--- src/hdl/tksb_pkg.sv ---
// Package with the word types, command codes and helpers of the score beam.
`timescale 1ns / 1ps

package tksb_pkg;

	localparam int MAX_WIDTH_DEF = 16;
	localparam int CFG_W         = 5;
	localparam int TAG_W         = 16;
	localparam int SCORE_W       = 32;
	localparam int IDX_W         = 4;
	localparam int CNT_OUT_W     = 5;
	localparam logic [CFG_W-1:0] WIDTH_RST = 5'd4;

	typedef enum logic [1:0] {
		CMD_INSERT  = 2'd0,
		CMD_READ    = 2'd1,
		CMD_EXTRACT = 2'd2
	} cmd_e;

	typedef struct packed {
		logic [1:0]                cmd;
		logic [TAG_W-1:0]          new_tag;
		logic signed [SCORE_W-1:0] new_score;
		logic [IDX_W-1:0]          read_index;
	} req_word_t;

	typedef struct packed {
		logic                      status;
		logic [TAG_W-1:0]          out_tag;
		logic signed [SCORE_W-1:0] out_score;
		logic                      dropped_valid;
		logic [TAG_W-1:0]          dropped_tag;
		logic [CNT_OUT_W-1:0]      entry_count;
	} rsp_word_t;

	typedef struct packed {
		logic                      valid;
		logic [TAG_W-1:0]          tag;
		logic signed [SCORE_W-1:0] score;
	} entry_t;

	typedef struct packed {
		logic ins;
		logic clr;
	} cell_ctrl_t;

	// Width register saturated to 1..maxw; zero acts as one.
	function automatic int sat_width(input logic [CFG_W-1:0] v, input int maxw);
		int w;
		w = int'(v);
		if (w < 1) begin
			w = 1;
		end
		if (w > maxw) begin
			w = maxw;
		end
		return w;
	endfunction

endpackage

--- src/hdl/tksb_cell.sv ---
// One beam slot: holds an entry and takes the new word or its upper neighbor's entry.
`timescale 1ns / 1ps

module tksb_cell (
	input  logic                clk,
	input  logic                arst_n,
	input  tksb_pkg::cell_ctrl_t ctrl,
	input  logic                in_use,
	input  logic                cut,
	input  logic                cond_prev,
	input  tksb_pkg::entry_t    prev_e,
	input  tksb_pkg::entry_t    new_e,
	output logic                cond,
	output tksb_pkg::entry_t    e
);
	import tksb_pkg::*;

	logic                      valid_q;
	logic [TAG_W-1:0]          tag_q;
	logic signed [SCORE_W-1:0] score_q;
	logic                      load;
	entry_t                    load_e;

	// The new entry belongs at or above this slot when the slot is empty or weaker.
	assign cond = in_use && (!valid_q || (score_q < new_e.score));

	always_comb begin
		load   = ctrl.ins && in_use && (cond_prev || cond);
		load_e = cond_prev ? prev_e : new_e;
	end

	always_ff @(posedge clk or negedge arst_n) begin
		if (!arst_n) begin
			valid_q <= 1'b0;
		end else if (ctrl.clr || cut) begin
			valid_q <= 1'b0;
		end else if (load) begin
			valid_q <= load_e.valid;
		end
	end

	always_ff @(posedge clk) begin
		if (load) begin
			tag_q   <= load_e.tag;
			score_q <= load_e.score;
		end
	end

	assign e = '{valid: valid_q, tag: tag_q, score: score_q};

endmodule

--- src/hdl/top_k_score_beam_core.sv ---
// Top level of the sorted score beam: a row of slot cells and a response register.
// The response to an accepted word is registered: it is valid in the cycle after acceptance
// and can be taken at the end of that cycle.
// Throughput: one word per cycle while no response is stalled; every slot compares and
// shifts in the same cycle. The response register frees itself as the response is taken.
// Reset clears all slot valid marks, the count and the response valid; width resets to 4.
`timescale 1ns / 1ps

module top_k_score_beam_core #(
	parameter int MAX_WIDTH = tksb_pkg::MAX_WIDTH_DEF
) (
	input  logic                        clk,
	input  logic                        arst_n,
	input  logic                        req_valid,
	output logic                        req_ready,
	input  tksb_pkg::req_word_t         req,
	output logic                        rsp_valid,
	input  logic                        rsp_ready,
	output tksb_pkg::rsp_word_t         rsp,
	input  logic                        cfg_we,
	input  logic [tksb_pkg::CFG_W-1:0]  cfg_wdata
);
	import tksb_pkg::*;

	localparam int CW = $clog2(MAX_WIDTH + 1);

	logic [CFG_W-1:0]     cfg_q;
	logic [CW-1:0]        w_cur;
	logic [CW-1:0]        w_m1;
	logic [CW-1:0]        w_new;
	logic [CW-1:0]        count_q;
	logic [CW-1:0]        count_nxt;
	logic                 acc;
	logic                 rsp_valid_q;
	rsp_word_t            rsp_q;
	rsp_word_t            rsp_nxt;
	cell_ctrl_t           ctrl;
	entry_t               new_e;
	entry_t               cell_e [MAX_WIDTH];
	logic [MAX_WIDTH-1:0] cond_vec;
	logic [MAX_WIDTH-1:0] in_use;
	logic [MAX_WIDTH-1:0] cut;
	logic                 last_v;
	logic [TAG_W-1:0]     last_tag;
	logic                 rd_v;
	entry_t               rd_e;
	logic                 any_cond;

	assign req_ready = !rsp_valid_q || rsp_ready;
	assign acc       = req_valid && req_ready;
	assign rsp_valid = rsp_valid_q;
	assign rsp       = rsp_q;

	assign w_cur = CW'(sat_width(cfg_q, MAX_WIDTH));
	assign w_m1  = w_cur - CW'(1);
	assign w_new = CW'(sat_width(cfg_wdata, MAX_WIDTH));

	assign new_e = '{valid: 1'b1, tag: req.new_tag, score: req.new_score};

	always_comb begin
		ctrl.ins = acc && (cmd_e'(req.cmd) == CMD_INSERT);
		ctrl.clr = acc && (cmd_e'(req.cmd) == CMD_EXTRACT) && cell_e[0].valid;
	end

	for (genvar i = 0; i < MAX_WIDTH; i++) begin : g_cell
		assign in_use[i] = CW'(i) < w_cur;
		assign cut[i]    = cfg_we && (CW'(i) >= w_new);
		if (i == 0) begin : g_head
			tksb_cell u_cell (
				.clk       (clk),
				.arst_n    (arst_n),
				.ctrl      (ctrl),
				.in_use    (in_use[i]),
				.cut       (cut[i]),
				.cond_prev (1'b0),
				.prev_e    ('0),
				.new_e     (new_e),
				.cond      (cond_vec[i]),
				.e         (cell_e[i])
			);
		end else begin : g_body
			tksb_cell u_cell (
				.clk       (clk),
				.arst_n    (arst_n),
				.ctrl      (ctrl),
				.in_use    (in_use[i]),
				.cut       (cut[i]),
				.cond_prev (cond_vec[i-1]),
				.prev_e    (cell_e[i-1]),
				.new_e     (new_e),
				.cond      (cond_vec[i]),
				.e         (cell_e[i])
			);
		end
	end

	assign any_cond = |cond_vec;

	// Pick the last slot in use and the slot being read.
	always_comb begin
		last_v   = 1'b0;
		last_tag = '0;
		rd_v     = 1'b0;
		rd_e     = '0;
		for (int i = 0; i < MAX_WIDTH; i++) begin
			if (CW'(i) == w_m1) begin
				last_v   = cell_e[i].valid;
				last_tag = cell_e[i].tag;
			end
			if (i == int'(req.read_index)) begin
				rd_v = cell_e[i].valid;
				rd_e = cell_e[i];
			end
		end
	end

	always_comb begin
		rsp_nxt   = '0;
		count_nxt = count_q;
		unique case (cmd_e'(req.cmd))
			CMD_INSERT: begin
				if (!any_cond) begin
					rsp_nxt.dropped_valid = 1'b1;
					rsp_nxt.dropped_tag   = req.new_tag;
				end else if (last_v) begin
					rsp_nxt.dropped_valid = 1'b1;
					rsp_nxt.dropped_tag   = last_tag;
				end else begin
					count_nxt = count_q + CW'(1);
				end
			end
			CMD_READ: begin
				if (rd_v) begin
					rsp_nxt.out_tag   = rd_e.tag;
					rsp_nxt.out_score = rd_e.score;
				end else begin
					rsp_nxt.status = 1'b1;
				end
			end
			CMD_EXTRACT: begin
				if (cell_e[0].valid) begin
					rsp_nxt.out_tag   = cell_e[0].tag;
					rsp_nxt.out_score = cell_e[0].score;
					count_nxt         = '0;
				end else begin
					rsp_nxt.status = 1'b1;
				end
			end
			default: begin
				rsp_nxt.status = 1'b1;
			end
		endcase
		rsp_nxt.entry_count = CNT_OUT_W'(count_nxt);
	end

	always_ff @(posedge clk or negedge arst_n) begin
		if (!arst_n) begin
			cfg_q   <= WIDTH_RST;
			count_q <= '0;
		end else if (cfg_we) begin
			cfg_q <= cfg_wdata;
			if (count_q > w_new) begin
				count_q <= w_new;
			end
		end else if (acc) begin
			count_q <= count_nxt;
		end
	end

	always_ff @(posedge clk or negedge arst_n) begin
		if (!arst_n) begin
			rsp_valid_q <= 1'b0;
		end else if (acc) begin
			rsp_valid_q <= 1'b1;
		end else if (rsp_ready) begin
			rsp_valid_q <= 1'b0;
		end
	end

	always_ff @(posedge clk) begin
		if (acc) begin
			rsp_q <= rsp_nxt;
		end
	end

endmodule

--- config.mk ---
export PLATFORM = sky130hd
export DESIGN_NAME = top_k_score_beam_core
export DESIGN_NICKNAME = d
export VERILOG_FILES = /design/src/hdl/tksb_pkg.sv /design/src/hdl/tksb_cell.sv /design/src/hdl/top_k_score_beam_core.sv
export SDC_FILE = /design/constraint.sdc
export NUM_CORES = 2
export LEC_CHECK = 0
export ABC_AREA = 1
export BUFFER_PORTS_ARGS = -buffer_cell sky130_fd_sc_hd__buf_4
export CORE_AREA = 8 8 340 342
export DETAILED_ROUTE_END_ITERATION = 7
export DIE_AREA = 0 0 348 350
export PLACE_DENSITY = 0.66
export SLEW_MARGIN = 20
export SYNTH_ARGS = -nofsm -noshare
export SYNTH_HDL_FRONTEND = slang
export SYNTH_SLANG_ARGS = --single-unit
--- constraint.sdc ---
create_clock -name clk -period 11.7 [get_ports clk]
set_input_delay 3.51 -clock clk [delete_from_list [all_inputs] [get_ports clk]]
set_output_delay 3.51 -clock clk [all_outputs]
set_load 0.005 [all_outputs]
# --- Yosys cells after proc, flatten, opt, wreduce, memory -nomap -nowiden ---
# Index checks and enable logic that the tools add are counted.
word_totals:
  wordCells: 433
  reg_bits: 866
  input_bits: 64
op_classes:
  addsub: 2
  n_eq_ne: 33
  n_mux: 132
  reduce_logical: 156
  magnitude_cmp: 53
ops:
  columns: ["cell", "count"]
  rows:
  - ["2-to-1 mux 48 bit", 18]
  - ["2-to-1 mux 49 bit", 15]
  - ["less-than comparator 32 bit", 16]
  - ["2-to-1 mux 16 bit", 16]
  - ["one-hot mux 48 bit (2 select lines)", 1]
  - ["logical AND 1 bit", 68]
  - ["2-to-1 mux 1 bit", 68]
  - ["> comparator 32 x 6 -> 1 bit, second input constant", 2]
  - ["2-to-1 mux 5 bit", 10]
  - ["logical OR 1 bit", 48]
  - ["equality test 4 x 5 -> 1 bit, first input constant", 8]
  - ["greater-or-equal comparator 4 x 5 -> 1 bit, first input constant", 8]
  - ["less-than comparator 4 x 5 -> 1 bit, first input constant", 8]
  - ["nonzero test 2 bit", 18]
  - ["2-to-1 mux 17 bit", 2]
  - ["equality test 4 bit, first input constant", 8]
  - ["equality test 3 x 5 -> 1 bit, first input constant", 4]
  - ["greater-or-equal comparator 3 x 5 -> 1 bit, first input constant", 4]
  - ["less-than comparator 3 x 5 -> 1 bit, first input constant", 4]
  - ["zero test 1 bit", 17]
  - ["equality test 3 x 4 -> 1 bit, first input constant", 4]
  - ["OR reduction 16 bit", 1]
  - ["equality test 2 x 5 -> 1 bit, first input constant", 2]
  - ["greater-or-equal comparator 1 x 5 -> 1 bit, first input constant", 2]
  - ["other kinds (19)", 24]

# --- Depth between registers and ports, before layout ---
depth:
  depth_word: 27
  depth_mapped: 24
  mapped_depth_nobuf: 24

# --- Cells and area by module ---
# A second synthesis with hierarchy kept.
unflattened:
  hier_cells: 7308
  hier_area_um2: 58259.6
by_module_without_submodules:
  columns: ["mod", "cells_each", "seq_area_each_um2", "instances", "area_per_inst_um2"]
  rows:
  - ["tksb_cell", 326, 1466.4, 16, 2901.5]
  - ["top_k_score_beam_core", 2092, 2408.6, 1, 11835.1]

# --- Least setup slack after synthesis ---
# Ideal clock, no wire load.
synth_path:
  path_kind: "input to register"
  from: "input port req[25] (netlist bit)"
  to: "register g_cell[6].g_body.u_cell.valid_q"
  setup_slack_ps: 2007
  cell_stages: 15
  arrival_time_ps: 9571
  setup_time_ps: 123
  path_cell_list: "inv_1 -> clkbuf_1 -> ha_1 -> a21oi_1 -> nor2_1 -> a211oi_1 -> a21oi_1 -> a211oi_1 -> nand3_1 -> nand3_1 -> nand2_1 -> a21boi_0 -> nand3_1 -> o211ai_1 -> inv_1"
synth_between:
  elab_chain_cells: 6
synth_rtl:
  columns: ["item", "line_no", "rtl"]
  rows:
  - ["from (decl)", "top_k_score_beam_core.sv:16", "input tksb_pkg::req_word_t req,"]
  - ["less-than comparator 32 bit", "tksb_cell.sv:25", "assign cond = in_use && (!valid_q || (score_q < new_e.score));"]
  - ["logical OR 1 bit", "tksb_cell.sv:25", null]
  - ["logical AND 1 bit", "tksb_cell.sv:25", null]
  - ["logical OR 1 bit *", "tksb_cell.sv:28", "load = ctrl.ins && in_use && (cond_prev || cond);"]
  - ["logical AND 1 bit *", "tksb_cell.sv:28", null]
  - ["via g_cell[6].g_body.u_cell.load", "tksb_cell.sv:21", "logic load;"]
  - ["nonzero test 2 bit (no line) *", null, null]
  - ["to (signal assigned)", "tksb_cell.sv:38", "valid_q <= load_e.valid;"]
  - ["to (decl)", "tksb_cell.sv:18", "logic valid_q;"]
# Mark *: on every way through the listed nets, which the timed path passes. The rest lies on a longest branch. The select of a mux whose other input is x is not followed.
# A chain may end at the register's enable or synchronous reset.

# --- Worst setup path in the final report ---
layout_path:
  from: "input port req[26] (netlist bit)"
  to: "register g_cell[1].g_body.u_cell.score_q[5] (enable)"
layout_between:
  elab_chain_cells: 5
layout_rtl:
  columns: ["item", "line_no", "rtl"]
  rows:
  - ["less-than comparator 32 bit", "tksb_cell.sv:25", null]
  - ["logical OR 1 bit", "tksb_cell.sv:25", null]
  - ["logical AND 1 bit", "tksb_cell.sv:25", null]
  - ["logical OR 1 bit *", "tksb_cell.sv:28", null]
  - ["logical AND 1 bit *", "tksb_cell.sv:28", null]
  - ["via g_cell[1].g_body.u_cell.load", "tksb_cell.sv:21", null]
  - ["to (signal assigned)", "tksb_cell.sv:45", "score_q <= load_e.score;"]
  - ["to (decl)", "tksb_cell.sv:20", "logic signed [SCORE_W-1:0] score_q;"]
# Mark *: on every way through the listed nets, which the timed path passes. The rest lies on a longest branch.

==> flow_metrics.tcl <==
set metrics [dict create \
    synth.yosys.seq_area_share_pct 47.49 \
    die_w_um 348 \
    drtIter0Drc 7466 \
    timing.hold.ws_ns 0.5224 \
    htreeDepth 3 \
    p_switching_mw 2.741 \
    fin_setup_tns_ns 0 \
    synth.largest_area_cell "edfxtp_1" \
    drt-total-wl_um 192800 \
    finalNetCount 6896 \
    synth_nets 6882 \
    holdBufCountCts 0 \
    hpwl_um 141900 \
    finalSetupViolCount 0 \
    drt-wirelength-per-cell_um 24.40 \
    crit_arrival_ns 8.46 \
    grt_pass1_wl_um 282800 \
    synth_edf_count 839 \
    ant_nets 0 \
    cts.sinks 866 \
    cts_resized 0 \
    crit_path_frequent_cell "buf_4" \
    startpoint_type "input port" \
    synthCells 6312 \
    synth_commonest_cells "1226 x nand2_1, 839 x edfxtp_1, 836 x a21oi_1, 678 x o21ai_0, 581 x inv_1" \
    worstPathMaxFanout 97 \
    path_class "input port to register" \
    tightest_slew_ns 1.081 \
    max_clock_freq_mhz 122.6 \
    crit_required_ns 12.01 \
    overflow 0 \
    grtUsageTotal_pct 30.59 \
    vias 47812 \
    grt_pass1_vias 43762 \
    syn2layout_area_growth_pct 10.73 \
    drc 0 \
    yosys_warnings 0 \
    clk_latency_ns 0.69 \
    rsz0062_at_grt "no" \
    place_congestion 0.9683 \
    crit_family "buffers and inverters" \
    synth_area_leaders "edfxtp_1 46%, ha_1 12%, nand2_1 8.4%" \
    ys_seq_elements 866 \
    postPlaceCellArea_mm2 0.05706 \
    viasPerCell 6.051 \
    grt_max_degree 98 \
    num_rows 122 \
    power_density_mw_per_mm2 145.4 \
    first_pass_iters 6 \
    clkPwrFrac_pct 36.4 \
    drv_slew 0 \
    power_frac_comb_pct 20.3 \
    fin_skew_ns 0.02083 \
    clock_tree.root_cell "clkbuf_16" \
    cts_tree "built" \
    swShare_pct 31.25 \
    fin_crit_ns 8.154 \
    hold_class "register to register" \
    place.port_buffers 136 \
    start_util_pct 49.50 \
    finalHoldViolCount 0 \
    netlist_area_mm2 0.05448 \
    core_area_mm2 0.1101 \
    yosysTopAreaCellShare_pct 46.25 \
    cts_setup_buffers 0 \
    p_int_mw 6.032 \
    avgSynthCellArea_um2 8.631 \
    stdcell_area_mm2 0.06032 \
    peakVddDrop_uv 108.7 \
    path_buf_inv 6 \
    crit_slowest_cell "buf_4" \
    clock_path_buffers 3 \
    ys.flop_type "edfxtp_1" \
    num_io_pins 137 \
    crit_chain "buf_4, clkinv_1, ha_1, nand2_1, nor2_1, nand2_1, a31oi_1, a211oi_1, a21o_1, nand3_4, buf_4, inv_1, nand2_2, nand3_1, inv_2, buf_4" \
    synth-async-reset-ratio_pct 3.118 \
    antenna_found_initial 9 \
    status "completed" \
    cts_buffers 99 \
    chipHeight_um 350 \
    die_area_mm2 0.1218 \
    crit_path_end_kind "register" \
    maxSlewHeadroom_pct 27.96 \
    path_clk_slew_ns 0.06 \
    drv_cap 0 \
    drive_above_1_share_pct 7.583 \
    power_frac_seq_pct 43.3 \
    synth_cell_types 52 \
    finalCritPeriodShare_pct 69.69 \
    slowest_delay_ns 0.79 \
    p_leak_nw 24.37 \
    post-synth-top-count-cell "nand2_1" \
]
-- power groups by stage --
| stage | combinational (mW) | sequential (mW) | clock (mW) |
|---|---|---|---|
| after global routing | 1.96 | 3.81 | 3.33 |
| after floorplan | 1.13 | 3.82 | 0 |
| after CTS | 1.73 | 3.80 | 3.21 |
| after global placement | 1.69 | 3.86 | 0 |
| final | 1.78 | 3.80 | 3.19 |
| after detailed placement | 1.72 | 3.86 | 0 |
-- logic make-up after synthesis --
group                    Yosys count  share of synthesized area, %
XOR/XNOR                           2                       0.03216
buffers and inverters            934                         6.546
AND/OR/NAND/NOR                 2205                         16.65
flip-flops                       866                         47.49
AO/OA/AOI/OAI                   1799                         17.66
adder cells (fa/ha/maj)          506                         11.62
-- routing by layer --
| layer | vias up | GRT usage, % | share of wire (%) |
|---|---|---|---|
| met5 | - | 0 | 0.0036 |
| met4 | 2 | 7.801 | 2.4 |
| met3 | 279 | 9.629 | 15 |
| met2 | 2998 | 42.21 | 39 |
| met1 | 22331 | 46.05 | 43 |
| li1 | 22202 | - | - |
-- worst paths after layout --
kind	startpoint	to	slack (ns)	depth (start not counted)
worst max-delay path	req[26]	g_cell[1].g_body.u_cell.score_q[5]$_DFFE_PP_	3.55	16
worst min-delay path	rsp_valid$_DFFE_PN0P_	rsp_valid$_DFFE_PN0P_	0.52	2
worst min register to register	rsp_valid$_DFFE_PN0P_	rsp_valid$_DFFE_PN0P_	0.52	2
max in group asynchronous	arst_n	cfg_q[2]$_DFFE_PN1P_	8.56	1
min in group asynchronous	arst_n	count_q[0]$_DFFE_PN0P_	2.77	1
worst max register to register	cfg_q[4]$_DFFE_PN0P_	rsp[18]$_SDFFCE_PN0P_	6.52	14
-- worst register-to-register path, stage by stage, from the launching register on --
cell      delay, ns
dfrtp_1        0.62
nor2_4         0.14
nand2_2        0.55
nand2_2        0.26
nor3_2         0.79
inv_2          0.19
nand2_1        0.20
o21bai_4       0.38
nand2_1        0.21
inv_2          0.13
nand2_1        0.07
nor2_1         0.39
nand2_1        0.60
o21ai_0        0.35
nor2_1         0.06
-- sequential cells by signal (all words and copies together) (netlist names) --
signal,count
count_q,5
g_cell.g_body.u_cell.valid_q,15
g_cell.g_head.u_cell.valid_q,1
g_cell.g_head.u_cell.score_q,32
g_cell.g_body.u_cell.tag_q,240
g_cell.g_body.u_cell.score_q,480
rsp_valid,1
g_cell.g_head.u_cell.tag_q,16
rsp,71
cfg_q,5
-- cell usage in the layout (no fill, tap or decap), types with 31 or more instances in the layout --
cell type  count
nand2_1     1222
inv_1        570
ha_1         506
nand4_1       98
o211ai_1      32
nand3_1      230
o221ai_1      31
o2111ai_1     34
clkinv_1      35
edfxtp_1     839
buf_4        232
o22ai_1       59
nor3_1        31
inv_2         31
o21ai_0      678
o21ai_1       51
clkbuf_16    103
nor2_1       544
a21oi_1      831
-- metrics by stage --
stage / instances / power, mW / setup slack, ns / utilization, %
after floorplan: 6312 / 4.945 / 2.007 / -
after global placement: 7713 / 5.545 / 3.087 / 51.84
after detailed placement: 7713 / 5.581 / 3.005 / 51.85
after CTS: 7897 / 8.733 / 3.738 / 54.79
after global routing: 7898 / 9.101 / 3.296 / 54.80
final: 7902 / 8.773 / 3.546 / 54.81
-- cell type report --
cell class | count | area, um^2
fillers | 9919 | 49740
flip-flops and latches | 866 | 25870
multi-input cells | 4512 | 25280
clock buffers | 123 | 2673
inverters | 615 | 2308
well taps | 1488 | 1862
repair buffers | 232 | 1742
clock inverters | 61 | 569.3
diodes | 5 | 12.51
No activity file was read; power rests on OpenSTA's default activity.
